`config.mk`:
```
export PLATFORM = sky130hd
export DESIGN_NAME = utf8_encode_with_byte_limit
export DESIGN_NICKNAME = d
export VERILOG_FILES = /design/src/rtl/core/u8lim_pkg.sv /design/src/rtl/core/u8lim_encode.sv /design/src/rtl/core/u8lim_emit.sv /design/src/rtl/core/utf8_encode_with_byte_limit.sv
export SDC_FILE = /design/constraint.sdc
export NUM_CORES = 1
export LEC_CHECK = 0
export BUFFER_PORTS_ARGS = -buffer_cell sky130_fd_sc_hd__buf_4
export CORE_UTILIZATION = 53
export CTS_BUF_LIST = sky130_fd_sc_hd__clkbuf_16
export DETAILED_ROUTE_END_ITERATION = 7
export GPL_TIMING_DRIVEN = 0
export PLACE_DENSITY = 0.81
export REMOVE_ABC_BUFFERS = 1
export SETUP_SLACK_MARGIN = 0.15
export SLEW_MARGIN = 15
export SYNTH_ARGS = -nofsm -noshare
export SYNTH_HDL_FRONTEND = slang
export SYNTH_SLANG_ARGS = --single-unit
```
`constraint.sdc`:
```
create_clock -name clk -period 5.9 [get_ports clk]
set_input_delay 0.59 -clock clk [delete_from_list [all_inputs] [get_ports clk]]
set_output_delay 0.59 -clock clk [all_outputs]
set_load 0.01 [all_outputs]
```
`src/rtl/core/u8lim_pkg.sv`:
```
// Shared types and constants for the UTF-8 encoder with byte limit.
package u8lim_pkg;

    localparam int CP_W        = 31;
    localparam int CNT_W       = 16;
    localparam int BYTES_W     = 17;
    localparam int CFG_INDEX_W = 4;
    localparam int NUM_W       = 3;

    localparam logic [CFG_INDEX_W-1:0] CFG_LIMIT_ENABLE = 4'd0;
    localparam logic [CFG_INDEX_W-1:0] CFG_BYTE_LIMIT   = 4'd1;

    localparam logic [CP_W-1:0] CP_MAX_1B = 31'h0000007F;
    localparam logic [CP_W-1:0] CP_MAX_2B = 31'h000007FF;
    localparam logic [CP_W-1:0] CP_MAX_3B = 31'h0000FFFF;
    localparam logic [CP_W-1:0] CP_MAX_4B = 31'h0010FFFF;

    localparam logic [7:0] LEAD_2B   = 8'hC0;
    localparam logic [7:0] LEAD_3B   = 8'hE0;
    localparam logic [7:0] LEAD_4B   = 8'hF0;
    localparam logic [7:0] CONT_MARK = 8'h80;

    localparam logic [CNT_W-1:0]   COUNT_MAX = 16'hFFFF;
    localparam logic [BYTES_W-1:0] BYTES_MAX = 17'h1FFFF;

    // Per-string running state.
    typedef struct packed {
        logic [BYTES_W-1:0] bytes_emitted;
        logic [CNT_W-1:0]   chars_seen;
        logic               cut_off;
    } u8lim_state_t;

    // Everything one code point produces; bytes[0] goes out first.
    typedef struct packed {
        logic [3:0][7:0]  bytes;
        logic [NUM_W-1:0] count;
        logic             has_byte;
        logic             string_end;
        logic [CNT_W-1:0] char_count;
        logic [CNT_W-1:0] byte_count;
    } u8lim_batch_t;

endpackage

```
`src/rtl/core/u8lim_encode.sv`:
```
// Code point to UTF-8 byte group, with byte limit check and counter update.
module u8lim_encode
    import u8lim_pkg::*;
(
    input  logic [CP_W-1:0]  code_point,
    input  logic             string_last,
    input  logic             limit_enable,
    input  logic [CNT_W-1:0] byte_limit,
    input  u8lim_state_t     state,
    output u8lim_state_t     state_next,
    output u8lim_batch_t     batch
);

    logic [3:0][7:0]    enc_bytes;
    logic [NUM_W-1:0]   enc_num;
    logic [NUM_W-1:0]   num;
    logic [BYTES_W:0]   total;
    logic               over;
    logic [BYTES_W:0]   sum;
    logic [BYTES_W-1:0] bytes_new;
    logic [CNT_W-1:0]   chars_new;
    logic               cut_new;

    always_comb
    begin
        enc_bytes = '0;
        priority if (code_point <= CP_MAX_1B)
        begin
            enc_num      = 3'd1;
            enc_bytes[0] = {1'b0, code_point[6:0]};
        end
        else if (code_point <= CP_MAX_2B)
        begin
            enc_num      = 3'd2;
            enc_bytes[0] = LEAD_2B | {3'b000, code_point[10:6]};
            enc_bytes[1] = CONT_MARK | {2'b00, code_point[5:0]};
        end
        else if (code_point <= CP_MAX_3B)
        begin
            enc_num      = 3'd3;
            enc_bytes[0] = LEAD_3B | {4'b0000, code_point[15:12]};
            enc_bytes[1] = CONT_MARK | {2'b00, code_point[11:6]};
            enc_bytes[2] = CONT_MARK | {2'b00, code_point[5:0]};
        end
        else if (code_point <= CP_MAX_4B)
        begin
            enc_num      = 3'd4;
            enc_bytes[0] = LEAD_4B | {5'b00000, code_point[20:18]};
            enc_bytes[1] = CONT_MARK | {2'b00, code_point[17:12]};
            enc_bytes[2] = CONT_MARK | {2'b00, code_point[11:6]};
            enc_bytes[3] = CONT_MARK | {2'b00, code_point[5:0]};
        end
        else
        begin
            enc_num = 3'd0;
        end
    end

    always_comb
    begin
        // Check the whole character against the limit; drop it and the rest if it overflows.
        total   = {1'b0, state.bytes_emitted} + {{(BYTES_W+1-NUM_W){1'b0}}, enc_num};
        over    = !state.cut_off && limit_enable
                  && (total > {{(BYTES_W+1-CNT_W){1'b0}}, byte_limit});
        num     = (state.cut_off || over) ? 3'd0 : enc_num;
        cut_new = state.cut_off || over;

        sum       = {1'b0, state.bytes_emitted} + {{(BYTES_W+1-NUM_W){1'b0}}, num};
        bytes_new = sum[BYTES_W] ? BYTES_MAX : sum[BYTES_W-1:0];
        chars_new = (state.chars_seen == COUNT_MAX) ? COUNT_MAX
                                                    : state.chars_seen + 16'd1;

        batch.bytes      = (num == 3'd0) ? '0 : enc_bytes;
        batch.count      = (num == 3'd0) ? 3'd1 : num;
        batch.has_byte   = (num != 3'd0);
        batch.string_end = string_last;
        batch.char_count = chars_new;
        batch.byte_count = bytes_new[BYTES_W-1] ? COUNT_MAX : bytes_new[CNT_W-1:0];

        if (string_last)
        begin
            state_next = '0;
        end
        else
        begin
            state_next.bytes_emitted = bytes_new;
            state_next.chars_seen    = chars_new;
            state_next.cut_off       = cut_new;
        end
    end

endmodule

```
`src/rtl/core/u8lim_emit.sv`:
```
// Result register that sends a byte group out one beat at a time.
module u8lim_emit
    import u8lim_pkg::*;
(
    input  logic             clk,
    input  logic             rst_n,
    input  logic             load_valid,
    output logic             load_ready,
    input  u8lim_batch_t     batch,
    output logic             out_valid,
    input  logic             out_ready,
    output logic [7:0]       data_byte,
    output logic             has_byte,
    output logic             run_last,
    output logic             string_end,
    output logic [CNT_W-1:0] char_count,
    output logic [CNT_W-1:0] byte_count
);

    logic             busy_reg, busy_next;
    logic [NUM_W-1:0] left_reg, left_next;
    logic [3:0][7:0]  bytes_reg, bytes_next;
    logic             has_reg;
    logic             end_reg;
    logic [CNT_W-1:0] chars_reg;
    logic [CNT_W-1:0] total_reg;
    logic             out_fire;
    logic             load_fire;

    assign out_fire   = busy_reg && out_ready;
    assign load_ready = !busy_reg || (out_ready && left_reg == 3'd1);
    assign load_fire  = load_valid && load_ready;

    always_comb
    begin
        busy_next  = busy_reg;
        left_next  = left_reg;
        bytes_next = bytes_reg;
        if (load_fire)
        begin
            busy_next  = 1'b1;
            left_next  = batch.count;
            bytes_next = batch.bytes;
        end
        else if (out_fire)
        begin
            // Advance to the next byte of the group, or go empty after the last.
            busy_next  = (left_reg != 3'd1);
            left_next  = left_reg - 3'd1;
            bytes_next = bytes_reg >> 8;
        end
    end

    always_ff @(posedge clk or negedge rst_n)
    begin
        if (!rst_n)
        begin
            busy_reg <= 1'b0;
            left_reg <= 3'd1;
        end
        else
        begin
            busy_reg <= busy_next;
            left_reg <= left_next;
        end
    end

    always_ff @(posedge clk)
    begin
        bytes_reg <= bytes_next;
        if (load_fire)
        begin
            has_reg   <= batch.has_byte;
            end_reg   <= batch.string_end;
            chars_reg <= batch.char_count;
            total_reg <= batch.byte_count;
        end
    end

    assign out_valid  = busy_reg;
    assign data_byte  = bytes_reg[0];
    assign has_byte   = has_reg;
    assign run_last   = (left_reg == 3'd1);
    assign string_end = end_reg && (left_reg == 3'd1);
    assign char_count = chars_reg;
    assign byte_count = total_reg;

endmodule

```
`src/rtl/core/utf8_encode_with_byte_limit.sv`:
```
// UTF-8 encoder with per-string byte limit: top level.
// Each accepted code point yields 1 to 4 output beats, one per encoded
// byte, or a single empty-marker beat when it produces no bytes (value
// above 0x10FFFF, over the byte limit, or after the string was cut off).
// The input register accepts a new item every cycle while the output
// stage can take it; sustained rate is one output beat per cycle while
// out_ready is high, and the next item loads as the last beat of the
// current one is taken. The first beat passes the input register, then
// the output register. Counters clear after the item marked string_last.
// Registers (index 0: limit_enable, index 1: byte_limit) are written
// through cfg_* at any time, always ready; other indexes are ignored.
module utf8_encode_with_byte_limit
    import u8lim_pkg::*;
(
    input  logic                   clk,
    input  logic                   rst_n,
    input  logic                   cfg_valid,
    output logic                   cfg_ready,
    input  logic [CFG_INDEX_W-1:0] cfg_index,
    input  logic [CNT_W-1:0]       cfg_data,
    input  logic                   in_valid,
    output logic                   in_ready,
    input  logic [CP_W-1:0]        code_point,
    input  logic                   string_last,
    output logic                   out_valid,
    input  logic                   out_ready,
    output logic [7:0]             data_byte,
    output logic                   has_byte,
    output logic                   run_last,
    output logic                   string_end,
    output logic [CNT_W-1:0]       char_count,
    output logic [CNT_W-1:0]       byte_count
);

    logic             limit_enable_reg;
    logic [CNT_W-1:0] byte_limit_reg;
    logic             in_valid_reg, in_valid_next;
    logic [CP_W-1:0]  cp_reg;
    logic             last_reg;
    u8lim_state_t     state_reg;
    u8lim_state_t     state_next;
    u8lim_batch_t     batch;
    logic             load_ready;
    logic             load_fire;
    logic             in_fire;

    assign cfg_ready = 1'b1;
    assign in_ready  = !in_valid_reg || load_ready;
    assign in_fire   = in_valid && in_ready;
    assign load_fire = in_valid_reg && load_ready;

    always_comb
    begin
        in_valid_next = in_valid_reg;
        if (in_fire)
        begin
            in_valid_next = 1'b1;
        end
        else if (load_fire)
        begin
            in_valid_next = 1'b0;
        end
    end

    always_ff @(posedge clk or negedge rst_n)
    begin
        if (!rst_n)
        begin
            limit_enable_reg <= 1'b0;
            byte_limit_reg   <= '0;
            in_valid_reg     <= 1'b0;
            state_reg        <= '0;
        end
        else
        begin
            if (cfg_valid && cfg_ready)
            begin
                unique case (cfg_index)
                    CFG_LIMIT_ENABLE: limit_enable_reg <= cfg_data[0];
                    CFG_BYTE_LIMIT:   byte_limit_reg   <= cfg_data;
                    default:          ;
                endcase
            end
            in_valid_reg <= in_valid_next;
            if (load_fire)
            begin
                state_reg <= state_next;
            end
        end
    end

    // Hold the input beat until the encoder hands it to the output stage.
    always_ff @(posedge clk)
    begin
        if (in_fire)
        begin
            cp_reg   <= code_point;
            last_reg <= string_last;
        end
    end

    u8lim_encode u_encode (
        .code_point   (cp_reg),
        .string_last  (last_reg),
        .limit_enable (limit_enable_reg),
        .byte_limit   (byte_limit_reg),
        .state        (state_reg),
        .state_next   (state_next),
        .batch        (batch)
    );

    u8lim_emit u_emit (
        .clk        (clk),
        .rst_n      (rst_n),
        .load_valid (in_valid_reg),
        .load_ready (load_ready),
        .batch      (batch),
        .out_valid  (out_valid),
        .out_ready  (out_ready),
        .data_byte  (data_byte),
        .has_byte   (has_byte),
        .run_last   (run_last),
        .string_end (string_end),
        .char_count (char_count),
        .byte_count (byte_count)
    );

`ifndef SYNTHESIS
    // An empty marker is always a single-beat run.
    assert property (@(posedge clk) disable iff (!rst_n)
        out_valid && !has_byte |-> run_last)
        else $error("empty marker not marked as run end");

    // A taken beat that is not the run end leaves more bytes to send.
    assert property (@(posedge clk) disable iff (!rst_n)
        out_valid && out_ready && !run_last |=> out_valid && has_byte)
        else $error("byte group cut short");

    // Within a run, the counts stay fixed from beat to beat.
    assert property (@(posedge clk) disable iff (!rst_n)
        out_valid && out_ready && !run_last |=>
            char_count == $past(char_count) && byte_count == $past(byte_count))
        else $error("counts changed inside a byte group");

    // The end of a string is flagged only on the last beat of a run.
    assert property (@(posedge clk) disable iff (!rst_n)
        out_valid && string_end |-> run_last)
        else $error("string end off the run end");
`endif

endmodule

```
# Yosys cells after proc, flatten, opt, wreduce, memory -nomap -nowiden
# Cells that the tools add are included.
op_classes:
  n_reduce_logical: 20
  eq_ne: 4
  order_cmp: 5
  addsub: 4
  mux: 25
op_table:
  columns: ["cell", "n"]
  rows:
  - ["$mux W32", 4]
  - ["$mux W16", 3]
  - ["$mux W24", 2]
  - ["$add A17 B3 Y18", 2]
  - ["$mux W34", 1]
  - ["$le A31 B11 Y1 const B", 1]
  - ["$le A31 B16 Y1 const B", 1]
  - ["$le A31 B21 Y1 const B", 1]
  - ["$le A31 B7 Y1 const B", 1]
  - ["$mux W3", 8]
  - ["$gt A18 B16 Y1", 1]
  - ["$mux W17", 1]
  - ["$add A16 B1 Y16 const B", 1]
  - ["$eq A16 B16 Y1 const B", 1]
  - ["$mux W8", 2]
  - ["$logic_and A1 B1 Y1", 7]
  - ["$eq A4 B1 Y1 const B", 1]
  - ["$logic_not A4 Y1", 1]
  - ["$mux W1", 4]
  - ["$reduce_and A2 Y1", 2]
  - ["$reduce_bool A2 Y1", 2]
  - ["$eq A3 B1 Y1 const B", 1]
  - ["$logic_not A1 Y1", 3]
  - ["$logic_not A3 Y1", 1]
  - ["4 further kinds", 6]
totals:
  in_bits: 57
  out_inout_bits: 46
  ff_bits: 154

# Logic depth before layout (Yosys ltp)
# Gate-level depths: netlist (run 1).
depth:
  depth_word: 13
  mapped_depth: 29
  ltp_nobuf: 27

# Cells and area by module
# A second synthesis (run 1) with hierarchy kept.
unflattened:
  cells_unflattened: 704
  hier_area_um2: 8279.2
modules_own_cells:
  columns: ["mod", "cells_per_inst", "area_each_um2", "seq_area_each_um2", "instances"]
  rows:
  - ["utf8_encode_with_byte_limit", 148, 2970.3, 2262.2, 1]
  - ["u8lim_emit", 148, 2817.7, 2083.2, 1]
  - ["u8lim_encode", 408, 2491.1, 0.0, 1]

# Worst setup path after synthesis (run 1)
# No wires, ideal clock.
synth_timing:
  path_type: "register to register"
  from: "register cp_reg[18]"
  to: "register u_emit.total_reg[10], in the netlist u_emit.byte_count[10] (data pin)"
  path_slack_ps: -563
  stages_incl_launch_ff: 29
  setup_ps: 268
  arrival_time_ps: 6195
  t_required_ps: 5632
  path_cell_list: "edfxtp_1 nor4_1 nand4_1 nor2_1 clkbuf_1 nor2_1 ha_1 a21oi_1 a211oi_2 nand3_1 xnor2_1 ha_1 nand4_2 nor4_2 a31oi_1 or2_0 o32a_1 buf_6 nor2b_1 ha_1 inv_1 fa_1 nor2b_1 o21a_1 nand4_1 nor2_1 mux2i_1 clkbuf_1 nand2_1"
synth_between:
  elab_chain_len: 12
  elab_cells_between_ends: 15
  cone_classes: "2 x add/sub; 5 x order compare; 6 x mux; 2 x reduce/logical"
synth_lines:
  columns: ["element", "line_no", "source"]
  rows:
  - ["start, declared", "utf8_encode_with_byte_limit.sv:38", "logic [CP_W-1:0] cp_reg;"]
  - ["start signal, assigned", "utf8_encode_with_byte_limit.sv:97", "cp_reg <= code_point;"]
  - ["$le A31 B21 Y1", "u8lim_encode.sv:45", "else if (code_point <= CP_MAX_4B)"]
  - ["$mux W3", "u8lim_encode.sv:45", null]
  - ["$mux W3", "u8lim_encode.sv:38", "else if (code_point <= CP_MAX_3B)"]
  - ["$mux W3", "u8lim_encode.sv:32", "else if (code_point <= CP_MAX_2B)"]
  - ["$mux W3 *", "u8lim_encode.sv:27", "priority if (code_point <= CP_MAX_1B)"]
  - ["$add A17 B3 Y18", "u8lim_encode.sv:62", "total = {1'b0, state.bytes_emitted} + {{(BYTES_W+1-NUM_W){1'b0}}, enc_num};"]
  - ["$gt A18 B16 Y1", "u8lim_encode.sv:64", "&& (total > {{(BYTES_W+1-CNT_W){1'b0}}, byte_limit});"]
  - ["$logic_and A1 B1 Y1", "u8lim_encode.sv:64", null]
  - ["$logic_or A1 B1 Y1", "u8lim_encode.sv:65", "num = (state.cut_off || over) ? 3'd0 : enc_num;"]
  - ["$mux W3 *", "u8lim_encode.sv:65", null]
  - ["$add A17 B3 Y18 *", "u8lim_encode.sv:68", "sum = {1'b0, state.bytes_emitted} + {{(BYTES_W+1-NUM_W){1'b0}}, num};"]
  - ["$mux W17 *", "u8lim_encode.sv:69", "bytes_new = sum[BYTES_W] ? BYTES_MAX : sum[BYTES_W-1:0];"]
  - ["end signal, assigned", "u8lim_emit.sv:76", "total_reg <= batch.byte_count;"]
  - ["end, declared", "u8lim_emit.sv:26", "logic [CNT_W-1:0] total_reg;"]
# Every way passes the cells marked *; elsewhere a longest branch is shown, timed or not.
# A chain may end at the register's enable or synchronous reset.

# Worst setup path after layout (run 1)
layout_timing:
  from: "register cp_reg[18]"
  to: "register u_emit.total_reg[5], in the netlist u_emit.byte_count[5] (data pin)"
# Same word-level chain as after synthesis.

==> flow_summary.yaml, run 1 <==
layout:
  syn_to_final_growth_pct: 26.8
  antenna_cells: 0
  final_cell_area_sq_mm: 0.00995
  largest_reg_flops: 34
  regArea_sq_mm: 0.00426
  nets: 907
  finish.utilization: 0.687
  drive_gt1_frac: 0.321
  multi_input_area_sq_mm: 0.00357
  fillers: 929
floorplan:
  num_io_pins: 103
  coreArea_sq_mm: 0.0145
  die_area_sq_mm: 0.0153
  start_util: 0.542
  die_w_um: 124
  dieHeight_um: 124
  rows: 44
synthesis:
  synth-async-reset-ratio: 0.371
  synth_edf_count: 95
  ys_seq_area_frac: 0.542
  syn_area_sq_mm: 0.00785
  synth_cells: 719
  yosysTopAreaCell: "edfxtp_1"
  synth-seq-cells: 151
  yosysMostFrequentCell: "edfxtp_1"
  ys_types: 62
  ys_warn_count: 0
  synth_area_per_cell_sq_um: 10.9
  synth_common_cells: "edfxtp_1 (95), nand2_1 (90), a21oi_1 (60)"
  yosys-top-cells-area: "edfxtp_1 (36%), dfrtp_1 (18%), nand2_1 (4.3%)"
  synth_top_cell_area_share: 0.363
  yosys_most_used_dff: "edfxtp_1"
outcome:
  violations: "negative setup slack"
  status: "finished with violations"
critical_path:
  critPathCaptureType: "flop"
  worst-setup-path-type: "reg2reg"
  path_max_fanout: 11
  arrival_ns: 6.44
  cp-start-kind: "flop"
  cp.required_ns: 6.07
timing:
  timing.final.ws_setup_ns: -0.364
  rsz0062_at_grt: "true"
  setup_tns_ns: -8.28
  skew_ns: 0.00747
  fmax_mhz: 160
  setup_viol: 31
  slew_viol_final: 0
  hold_violations: 0
  tightest_slew_ns: 1.16
  holdWs_ns: 0.223
  fin_crit_sh: 1.06
  fin_crit_ns: 6.26
  slew_headroom: 0.229
routing:
  wl_met1_um: 7200
  wire_per_inst_um: 18.3
  top_layer: "met4"
  drcViolationCount: 0
  wl_met3_um: 1520
  wl_um: 18600
  dr.first_iter.drc_count: 541
  wl_met2_um: 9540
  routed-via-count: 6032
  first_pass_iters: 7
  drtAntennaViolNets: 0
  avgViaCountPerCell: 5.91
global_route:
  first_global_vias: 5998
  grt_max_degree: 80
  overflow: 0
  antenna_found_initial: 0
  grt_util_all_layers: 0.249
  grt_pass1_wl_um: 28800
power_and_ir_drop:
  power.share.switching: 0.263
  powerDensity_mw_per_mm2: 313
  vdd_ir_drop_max_v: 0.000248
  comb_power_share: 0.172
  seqPwrFrac: 0.452
  power_leakage_nw: 4.26
  internal-power_mw: 2.30
  p_switching_mw: 0.821
  clock_power_share: 0.377
clocking:
  clkLatencyLatePin_ns: 0.43
  clkTransAtPathRegs_ns: 0.06
  clock-sinks: 151
  htree_levels: 4
  root_buffer: "clkbuf_16"
  tritoncts: "done"
  clk_path_buf_depth: 2
  cts_buffers: 17
placed_design:
  dp_hpwl_um: 11000
  io_buffers: 101
  gp_congestion: 0.894
  place_area_sq_mm: 0.00856
min_path:
  hold_path_class: "in2async"
flow_run:
  maxCapViolCount: 0
critical path, stage by stage, from the launching register on:
cell	delay (ns)
edfxtp_1	0.42
nor4_4	0.33
nand4_1	0.25
nor2_4	0.24
and3_4	0.25
nor2_4	0.06
fa_2	0.35
a21o_1	0.24
buf_4	0.16
nand2_1	0.07
xnor2_1	0.10
ha_1	0.33
nand4_1	0.19
nor4_2	0.35
a31oi_1	0.12
or2_1	0.24
o32a_4	0.34
buf_4	0.19
nor3_2	0.24
ha_2	0.24
nor2b_4	0.17
o21a_2	0.14
nand4_1	0.18
nor2_2	0.21
mux2i_4	0.36
buf_12	0.18
nand2_4	0.05
metrics by stage:
step                instances  total power [mW]  setup slack, ns
CTS                      1007              3.11           -0.217
floorplan                 659              1.69            -1.06
global placement          944              1.87            -2.76
finish                   1020              3.12           -0.364
detailed placement        945              1.92            -2.67
global route             1020              3.24           -0.599
path summary, 6_finish.rpt:
check	endpoint	from	slack, ns	cells past startpoint
worst max-delay path	u_emit.byte_count[5]	cp_reg[18]	-0.36	26
worst min-delay path	byte_limit_reg[7]	rst_n	0.22	1
worst max register to register	u_emit.byte_count[5]	cp_reg[18]	-0.36	26
worst min register to register	byte_limit_reg[13]	byte_limit_reg[13]	0.52	1
max in group asynchronous	state_reg[14]	rst_n	5.19	1
min in group clk	cp_reg[19]	code_point[19]	0.33	1
cell usage in the layout, fill, tap and decap left out, types with 19 or more instances in the layout:
cell and instances:
edfxtp_1 95, buf_4 137, nand2_1 78, a21oi_1 59, a31oi_1 19, xnor2_1 23
inv_1 32, dfrtp_1 55, ha_1 20, nor2_1 27
cell families after synthesis:
| logic type | Yosys count | synth area share |
|---|---|---|
| and+or+nand+nor | 221 | 0.144 |
| AOI/OAI and AO/OA | 169 | 0.139 |
| DFF | 151 | 0.542 |
| buffers and inverters | 90 | 0.0553 |
| xor gates and xnor gates | 37 | 0.0413 |
| adders and majority gates | 27 | 0.0450 |
| muxes | 23 | 0.0320 |
| other | 1 | 0.000478 |
what timing repair did:
action	4_1_cts	5_1_grt
setup buffers	28	13
cloned	2	0
pin swaps	22	20
setup endpoints to repair	67	33
hold buffers	0	0
resized for setup	62	26
final cells by class:
cell class | instances | share of cell area
Multi-Input combinational cell | 479 | 0.359
Tap cell | 184 | 0.0231
Clock buffer | 18 | 0.0453
Inverter | 30 | 0.0114
Clock inverter | 14 | 0.0194
Sequential cell | 151 | 0.428
Timing Repair Buffer | 144 | 0.114
layer usage:
metal,track usage,vias to the layer above
li1,-,2810
met1,0.303,2878
met2,0.417,304
met3,0.0733,40
met4,0.0919,0
met5,0,-
power groups by stage:
stage / clock network, mW / logic, mW / registers (mW)
3_5_place_dp: 0 / 0.500 / 1.42
6_report: 1.17 / 0.535 / 1.41
5_1_grt: 1.23 / 0.592 / 1.42
4_1_cts: 1.19 / 0.520 / 1.40
3_3_place_gp: 0 / 0.465 / 1.41
2_1_floorplan: 0 / 0.277 / 1.41
Power figures use the tool's default switching activity.
==> inputs of run 2 (changes only) <==
--- a/config.mk
+++ b/config.mk
@@ -16,4 +16,5 @@
 export SLEW_MARGIN = 15
 export SYNTH_ARGS = -nofsm -noshare
 export SYNTH_HDL_FRONTEND = slang
+export SYNTH_HIERARCHICAL = 1
 export SYNTH_SLANG_ARGS = --single-unit
==> flow_summary.yaml, run 2 <==
outcome:
  status: "finished with violations"
  violations: "negative setup slack"
synthesis:
  synth_cells: 704
  yosysMostFrequentCell: "edfxtp_1"
  syn_area_sq_mm: 0.00828
  synth-async-reset-ratio: 0.364
  synth_area_per_cell_sq_um: 11.8
  synth_edf_count: 98
  synth-seq-cells: 154
  yosys_most_used_dff: "edfxtp_1"
  ys_types: 65
  ys_seq_area_frac: 0.525
  synth_top_cell_area_share: 0.355
  ys_warn_count: 6
  yosys-top-cells-area: "edfxtp_1 (36%), dfrtp_1 (17%), mux2_2 (6.5%)"
  synth_common_cells: "edfxtp_1 (98), nor2_1 (60), nand2_1 (59)"
  yosysTopAreaCell: "edfxtp_1"
critical_path:
  slowest_stage: "or4_1"
  critical_path.startpoint: "cp_reg[18]"
  critPathCaptureType: "flop"
  path_max_fanout: 4
  cp.required_ns: 6.21
  crit_top_cell: "nor2_4"
  rrSetupSlack_ns: -0.72
  regToRegEndpoint: "state_reg[31]"
  r2r_cells: 25
  r2r-start: "cp_reg[18]"
  cp-start-kind: "flop"
  arrival_ns: 6.92
  worst-setup-path-type: "reg2reg"
  slowest_delay_ns: 0.65
  crit_buf_inv: 1
  crit_family: "simple AND/OR/NAND/NOR gates"
timing:
  tightest_slew_ns: 0.991
  hold_violations: 0
  skew_ns: 0.00777
  setup_viol: 34
  slew_headroom: 0.339
  slew_viol_final: 0
  holdWs_ns: 0.217
  rsz0062_at_grt: "true"
  fmax_mhz: 151
  timing.final.ws_setup_ns: -0.716
  fin_crit_sh: 1.12
  fin_crit_ns: 6.62
  setup_tns_ns: -19.39
power_and_ir_drop:
  power.share.switching: 0.250
  power_leakage_nw: 4.67
  clock_power_share: 0.383
  seqPwrFrac: 0.455
  p_switching_mw: 0.764
  internal-power_mw: 2.29
  comb_power_share: 0.162
  powerDensity_mw_per_mm2: 290
  vdd_ir_drop_max_v: 0.000217
clocking:
  clock-sinks: 154
  tritoncts: "done"
  htree_levels: 4
  root_buffer: "clkbuf_16"
  clkLatencyLatePin_ns: 0.43
  clkTransAtPathRegs_ns: 0.06
  cts_buffers: 17
  clk_path_buf_depth: 2
routing:
  drcViolationCount: 0
  first_pass_iters: 6
  dr.first_iter.drc_count: 571
  routed-via-count: 6220
  wl_um: 20500
  wire_per_inst_um: 19.8
  drtAntennaViolNets: 0
  avgViaCountPerCell: 6.03
min_path:
  hold_path_class: "in2async"
layout:
  fillers: 994
  syn_to_final_growth_pct: 27.0
  final_cell_area_sq_mm: 0.0105
  layout_common_cells: "buf_4 (140), edfxtp_1 (98), dfrtp_1 (55)"
  antenna_cells: 0
  nets: 914
  largest_reg_flops: 34
  final_common_cell: "buf_4"
  final_cells: 1031
  drive_gt1_frac: 0.413
flow_run:
  maxCapViolCount: 0
floorplan:
  die_area_sq_mm: 0.0161
  die_w_um: 127
  rows: 45
  start_util: 0.545
  dieHeight_um: 127
  coreArea_sq_mm: 0.0152
  num_io_pins: 103
placed_design:
  dpl_worst_slack_ns: -2.06
  io_buffers: 101
  gp_congestion: 0.881
  place_area_sq_mm: 0.00902
  placed_cells: 950
  dp_hpwl_um: 11200
global_route:
  grt_pass1_wl_um: 30400
  grt_util_all_layers: 0.243
  grt_max_degree: 67
  overflow: 0
  antenna_found_initial: 0
  first_global_vias: 6094
[run 2: through the flow]
stage	util	power (mW)
after CTS	0.669	3.03
after global routing	0.692	3.16
after global placement	0.592	1.82
after detailed placement	0.594	1.85
after floorplan	-	1.67
final	0.692	3.05
[run 2: cell families after synthesis]
logic type               Yosys count  share of synthesized area
AND/OR/NAND/NOR                  248                      0.161
other                              2                   0.000907
buffers and inverters             72                     0.0464
AO/OA/AOI/OAI                     82                     0.0601
adder cells (fa/ha/maj)           27                     0.0426
XOR/XNOR                          35                     0.0370
flip-flops                       154                      0.525
multiplexers                      84                      0.127
[run 2: repair_timing]
item | 4_1_cts | 5_1_grt
endpoints found under the hold margin | 0 | 0
hold buffers | 0 | 0
setup endpoints to repair | 49 | 34
pin swaps | 36 | 32
gates resized for setup | 68 | 36
buffers inserted | 26 | 19
gates cloned | 2 | 1
[run 2: power by group through the flow]
stage	clock (mW)	sequential (mW)	combinational (mW)
after floorplan	0	1.39	0.277
after global placement	0	1.40	0.424
after detailed placement	0	1.40	0.450
after CTS	1.18	1.39	0.469
after global routing	1.23	1.40	0.534
final	1.17	1.39	0.496
[run 2: layout make-up]
class / count / area (sq um) / share of cell area
clock inverter: 15 / 208 / 0.0198
tap: 188 / 235 / 0.0224
timing repair buffer: 149 / 1180 / 0.112
multi-input combinational: 482 / 4030 / 0.383
clock buffer: 17 / 425 / 0.0405
sequential: 154 / 4350 / 0.413
inverter: 26 / 97.6 / 0.00928
[run 2: layer usage]
layer	routed length, um	GRT usage	vias up
met1	8170	0.305	3072
li1	-	-	2769
met3	1320	0.0482	79
met4	949	0.113	0
met2	10000	0.407	300
met5	0	0	-
[run 2: worst max path at each step]
stage | slack (ns) | depth (start not counted) | to
2_1_floorplan | -1.02 | 22 | state_reg[33]
3_3_place_gp | -2.36 | 21 | u_emit/byte_count[4]
3_5_place_dp | -2.06 | 22 | state_reg[33]
4_1_cts | -0.21 | 27 | state_reg[31]
5_1_grt | -0.75 | 26 | state_reg[27]
6_report | -0.72 | 25 | state_reg[31]
